[src/rtl/order_statistic_set_top_defines.svh]
// assertion macros shared by the order statistic set rtl
`ifndef ORDER_STATISTIC_SET_TOP_DEFINES_SVH
`define ORDER_STATISTIC_SET_TOP_DEFINES_SVH
`ifndef SYNTHESIS
`define OST_ASSERT(name, prop) \
  name: assert property (@(posedge clk_i) disable iff (!rst_ni) (prop)) \
    else $error("order statistic set check failed");
`define OST_ASSERT_NEXT(name, ante, cons) \
  name: assert property (@(posedge clk_i) disable iff (!rst_ni) (ante) |=> (cons)) \
    else $error("order statistic set sequence check failed");
`else
`define OST_ASSERT(name, prop)
`define OST_ASSERT_NEXT(name, ante, cons)
`endif
`endif

[src/rtl/ost_pkg.sv]
// shared types and constants of the order statistic set
`timescale 1ns / 1ps
`default_nettype none
package ost_pkg;

  localparam int unsigned CMD_W    = 2;
  localparam int unsigned VAL_W    = 32;
  localparam int unsigned STATUS_W = 2;
  localparam int unsigned RANK_W   = 9;

  typedef enum logic [CMD_W-1:0] {
    CMD_INSERT   = 2'd0,
    CMD_CONTAINS = 2'd1,
    CMD_SELECT   = 2'd2,
    CMD_RANK     = 2'd3
  } cmd_e;

  typedef enum logic [STATUS_W-1:0] {
    STS_OK    = 2'd0,
    STS_DUP   = 2'd1,
    STS_FULL  = 2'd2,
    STS_RANGE = 2'd3
  } status_e;

  // controller to datapath
  typedef struct packed {
    logic load;        // capture request, open search window
    logic sel_read;    // read entry k-1
    logic probe;       // read midpoint of search window
    logic step;        // narrow search window
    logic fetch;       // read entry at lower bound
    logic check;       // latch presence and fullness
    logic shift_init;  // start moving the tail up
    logic shift_step;  // move one entry up
    logic write_new;   // store new value, bump count
    logic load_rsp;    // load response register
  } dp_cmd_t;

  // datapath to controller
  typedef struct packed {
    logic is_select;
    logic search_done;
    logic insert_go;
    logic need_shift;
    logic shift_last;
  } dp_sts_t;

endpackage
`default_nettype wire

[src/rtl/ost_ctrl.sv]
// sequencing state machine of the order statistic set
`timescale 1ns / 1ps
`default_nettype none
module ost_ctrl (
  input  wire logic             clk_i,
  input  wire logic             rst_ni,
  input  wire logic             in_valid_i,
  output logic                  in_ready_o,
  output logic                  out_valid_o,
  input  wire logic             out_ready_i,
  output ost_pkg::dp_cmd_t      cmd_o,
  input  wire ost_pkg::dp_sts_t sts_i
);
  import ost_pkg::*;

  typedef enum logic [6:0] {
    ST_IDLE   = 7'b0000001,
    ST_SEARCH = 7'b0000010,
    ST_CMP    = 7'b0000100,
    ST_CHECK  = 7'b0001000,
    ST_SHIFT  = 7'b0010000,
    ST_WRITE  = 7'b0100000,
    ST_RESP   = 7'b1000000
  } state_e;

  state_e  state_q, state_d;
  logic    out_valid_q, out_valid_d;
  dp_cmd_t cmd;

  // next state and datapath commands
  always_comb begin
    state_d     = state_q;
    cmd         = '0;
    out_valid_d = out_valid_q;
    if (out_valid_q && out_ready_i) begin
      out_valid_d = 1'b0;
    end
    unique case (state_q)
      ST_IDLE: begin
        if (in_valid_i) begin
          cmd.load = 1'b1;
          state_d  = ST_SEARCH;
        end
      end
      ST_SEARCH: begin
        if (sts_i.is_select) begin
          cmd.sel_read = 1'b1;
          state_d      = ST_RESP;
        end else if (!sts_i.search_done) begin
          cmd.probe = 1'b1;
          state_d   = ST_CMP;
        end else begin
          cmd.fetch = 1'b1;
          state_d   = ST_CHECK;
        end
      end
      ST_CMP: begin
        cmd.step = 1'b1;
        state_d  = ST_SEARCH;
      end
      ST_CHECK: begin
        cmd.check = 1'b1;
        if (sts_i.insert_go) begin
          if (sts_i.need_shift) begin
            cmd.shift_init = 1'b1;
            state_d        = ST_SHIFT;
          end else begin
            state_d = ST_WRITE;
          end
        end else begin
          state_d = ST_RESP;
        end
      end
      ST_SHIFT: begin
        cmd.shift_step = 1'b1;
        if (sts_i.shift_last) begin
          state_d = ST_WRITE;
        end
      end
      ST_WRITE: begin
        cmd.write_new = 1'b1;
        state_d       = ST_RESP;
      end
      ST_RESP: begin
        if (!out_valid_q || out_ready_i) begin
          cmd.load_rsp = 1'b1;
          out_valid_d  = 1'b1;
          state_d      = ST_IDLE;
        end
      end
      default: begin
        state_d = ST_IDLE;
      end
    endcase
  end

  // state and response valid registers
  always_ff @(posedge clk_i or negedge rst_ni) begin
    if (!rst_ni) begin
      state_q     <= ST_IDLE;
      out_valid_q <= 1'b0;
    end else begin
      state_q     <= state_d;
      out_valid_q <= out_valid_d;
    end
  end

  assign in_ready_o  = (state_q == ST_IDLE);
  assign out_valid_o = out_valid_q;
  assign cmd_o       = cmd;

endmodule
`default_nettype wire

[config.mk]
export PLATFORM = sky130hd
export DESIGN_NAME = ost_ctrl
export DESIGN_NICKNAME = d
export VERILOG_FILES = /design/src/rtl/order_statistic_set_top_defines.svh /design/src/rtl/ost_pkg.sv /design/src/rtl/ost_ctrl.sv
export SDC_FILE = /design/constraint.sdc
export NUM_CORES = 1
export LEC_CHECK = 0
export ABC_AREA = 1
export BUFFER_PORTS_ARGS = -buffer_cell sky130_fd_sc_hd__buf_2
export CORE_MARGIN = 2
export CORE_UTILIZATION = 39
export DETAILED_ROUTE_END_ITERATION = 12
export GPL_TIMING_DRIVEN = 0
export PLACE_DENSITY = 0.71
export RECOVER_POWER = 50
export SYNTH_ARGS = -nofsm -noshare
export SYNTH_HDL_FRONTEND = slang
export SYNTH_SLANG_ARGS = --single-unit
[constraint.sdc]
create_clock -name clk_i -period 3.2 [get_ports clk_i]
set_input_delay 0.96 -clock clk_i [delete_from_list [all_inputs] [get_ports clk_i]]
set_output_delay 0.96 -clock clk_i [all_outputs]
set_load 0.02 [all_outputs]
==> summary.md <==
| Metric | Value |
|---|---|
| Number of cell instances on the worst register-to-register path | 5 |
| Growth of design area from synthesis to finish | 22.15% |
| Final worst-path setup slack | 0.5449 ns |
| Routed wire length | 1.082 mm |
| Relative contribution of combinational cells to total power | 47.3% |
| Category of the most critical setup path | reg -> out |
| Standard cell core area | 1318 µm² |
| Part of the power in registers | 32.6% |
| Final period utilization | 82.97% |
| Headroom to the max-slew limit | 70.00% |
| Horizontal die dimension | 41.87 µm |
| Remaining antenna violation count | 0 |
| Kind of path behind the tightest hold check | reg -> reg |
| Critical path capture point type | output pin |
| Tightest hold margin | 0.5494 ns |
| Maximum frequency from static timing analysis | 376.6 MHz |
| Largest cells by area after synthesis | dfrtp_1 (31%), inv_1 (11%), nor2_1 (10%), nand2_1 (6.7%), nor2_4 (6.0%) |
| Setup TNS | 0 ns |
| First DRT Iteration DRCs | 2 |
| Antenna Cells | 0 |
| Maximum number of pins on one net before global-route repair | 9 |
| Max-slew violation count | 0 |
| Total number of clock tree sinks | 8 |
| Final setup fails | 0 |
| Outcome | finished, final reports clean |
| Die area | 1753 µm² |
| Global-route wire length before repair | 1.890 mm |
| Flops & latches, synth | 8 |
| Mean area per synthesized cell | 7.170 µm² |
| Remaining global-route overflow | 0 |
| Die H | 41.87 µm |
| Fin. Hold Viols | 0 |
| Total half-perimeter wirelength after legalization and detailed placement | 888.6 µm |
| Number of buffers on the longest clock path | 2 |
| Syn nets | 87 |
| Clock-pin slew on the worst setup and hold paths | 0.06 ns |
| Setup repair after global routing missed its margin | no |
| Final std cells w/o fill | 117 |
| Nature of the critical path startpoint | flop |
| Placement Cell Area | 678.2 µm² |
| Fraction of layout instances using a drive strength above 1 | 33.33% |
| Number of buffers inserted by hold repair at cts | 0 |
| Area share of the leading cell type in the synthesized netlist | 31.32% |
| Starting density of the core | 42.45% |
| Net switching power | 195.7 µW |
| Finished layout cell area | 683.2 µm² |
| Critical-path maximum fanout | 5 |
| CTS buffer count | 3 |
| CTS H-tree depth | 1 |
| IO Pins | 21 |
| Fraction of power consumed by the clock network | 20.1% |
| Global-route usage over all layers | 14.20% |
| Cell Int Power | 244.8 µW |
| TritonCTS clock tree | done |
| Final Net Count | 112 |
| Power density cells | 644.9 nW/µm² |
| Cell Rows | 13 |
| Clock latency on the worst-skew pair | 0.27 ns |
| Clock tree root driver cell | clkbuf_4 |
| Antenna violations before repair | 0 |
| PostCTS Resize Cnt | 0 |
| Critical path required time | 2.24 ns |
| Worst vdd ir | 0.2548 mV |
| Transition at the pin with the smallest max-transition slack | 0.4500 ns |
| Post-layout power | 440.5 µW |
| Arrival @ worst endpoint | 1.70 ns |
| Detailed-route via count | 546 |
| Cell type with the largest total area after synthesis | dfrtp_1 |
| Cells after synthesis | 78 |
| Routability cong. | 0.7897 |
| Setup WS pre-CTS | 0.7618 ns |
| Setup repair bufs after CTS | 0 |
| Yosys cell types | 19 |
| YS warnings | 0 |
| Per-cell routed wire length | 9.248 µm |
| Placed Instances | 113 |
| DRC violation count after routing | 0 |
| Netlist area before placement | 559.3 µm² |
| Switching part of the total power | 44.43% |
| Min-Delay Path Depth | 2 |
| Share of the yosys chip area belonging to registers | 36.02% |
| DRT Pass-1 Iters | 2 |
| Via/cell ratio | 4.667 |
| Minimum clock period | 2.655 ns |
| Final Util | 51.85% |
| Maximum capacitance violations | 0 |
| Via count of the first global-routing pass | 509 |
| Total leakage power | 0.3945 nW |
| Post-Route Skew | 0.01155 ns |
| Number of buffer cells added on primary ports | 20 |
[registers in the layout, indices dropped and copies added (netlist names)]
signal / flops
out_valid_o: 1
state_q: 7
[power groups by stage]
stage / sequential [mW] / combinational [mW] / clock, mW
2_1_floorplan: 0.146 / 0.167 / 0
3_3_place_gp: 0.145 / 0.218 / 0
3_5_place_dp: 0.146 / 0.221 / 0
4_1_cts: 0.144 / 0.221 / 0.0886
5_1_grt: 0.148 / 0.238 / 0.0925
6_report: 0.143 / 0.209 / 0.0885
[logic make-up (layout without fill, tap and decap cells)]
group                  count (synthesis)  in the layout  synth area share (%)
AND/OR/NAND/NOR                       47             47                 44.96
buffers and inverters                 18             42                 12.08
flip-flops                             8              8                 36.02
AO/OA/AOI/OAI                          5              5                 6.934
[Yosys cell counts]
cell	number
inv_2	2
nand2_1	10
nor2_4	3
o2111ai_1	1
nor3_1	4
nand2_2	2
nand3_2	2
dfrtp_1	7
o21bai_1	1
nor3b_1	2
a21oi_1	1
nand3_1	4
o31ai_2	1
inv_1	16
o21ai_0	1
dfstp_2	1
nor2_1	15
nand2_4	1
nor2_2	4
[routing by layer]
layer	vias up	global-route usage [%]	wire length, µm
met2	19	23.13	495
met5	-	0	0
met1	235	16.71	486
li1	289	-	-
met4	0	9.677	25
met3	3	2.609	74
[layout by cell type (no fill, tap or decap), drive strengths merged]
cell type	instances
a21oi	1
buf	19
clkbuf	5
dfrtp	7
dfstp	1
inv	18
nand2	13
nand3	6
nor2	22
nor3	4
nor3b	2
o2111ai	1
o21ai	1
o21bai	1
o31ai	1
[critical path: stages, from the launching register on]
cell and delay [ns]:
dfrtp_1 0.41, nor2_1 0.19, nand2_4 0.09, nor2_1 0.34
inv_2 0.08, nor3_1 0.14, buf_2 0.19
[cell type report]
cell class / instances / area [µm²]
fillers: 139 / 634.4
multi-input cells: 52 / 270.3
flip-flops and latches: 8 / 201.4
repair buffers: 20 / 98.84
inverters: 18 / 67.56
clock buffers: 4 / 26.28
well taps: 15 / 18.77
[worst paths after layout]
path                        startpoint     endpoint  slack (ns)
setup / recovery            state_q[5]     cmd_o[3]        0.54
setup reg to reg            state_q[5]   state_q[4]        1.84
hold reg to reg            out_valid_o  out_valid_o        0.55
hold / removal             out_valid_o  out_valid_o        0.55
min in group asynchronous       rst_ni  out_valid_o        0.60
max in group asynchronous       rst_ni   state_q[0]        2.25
Power figures use the tool's default switching activity.
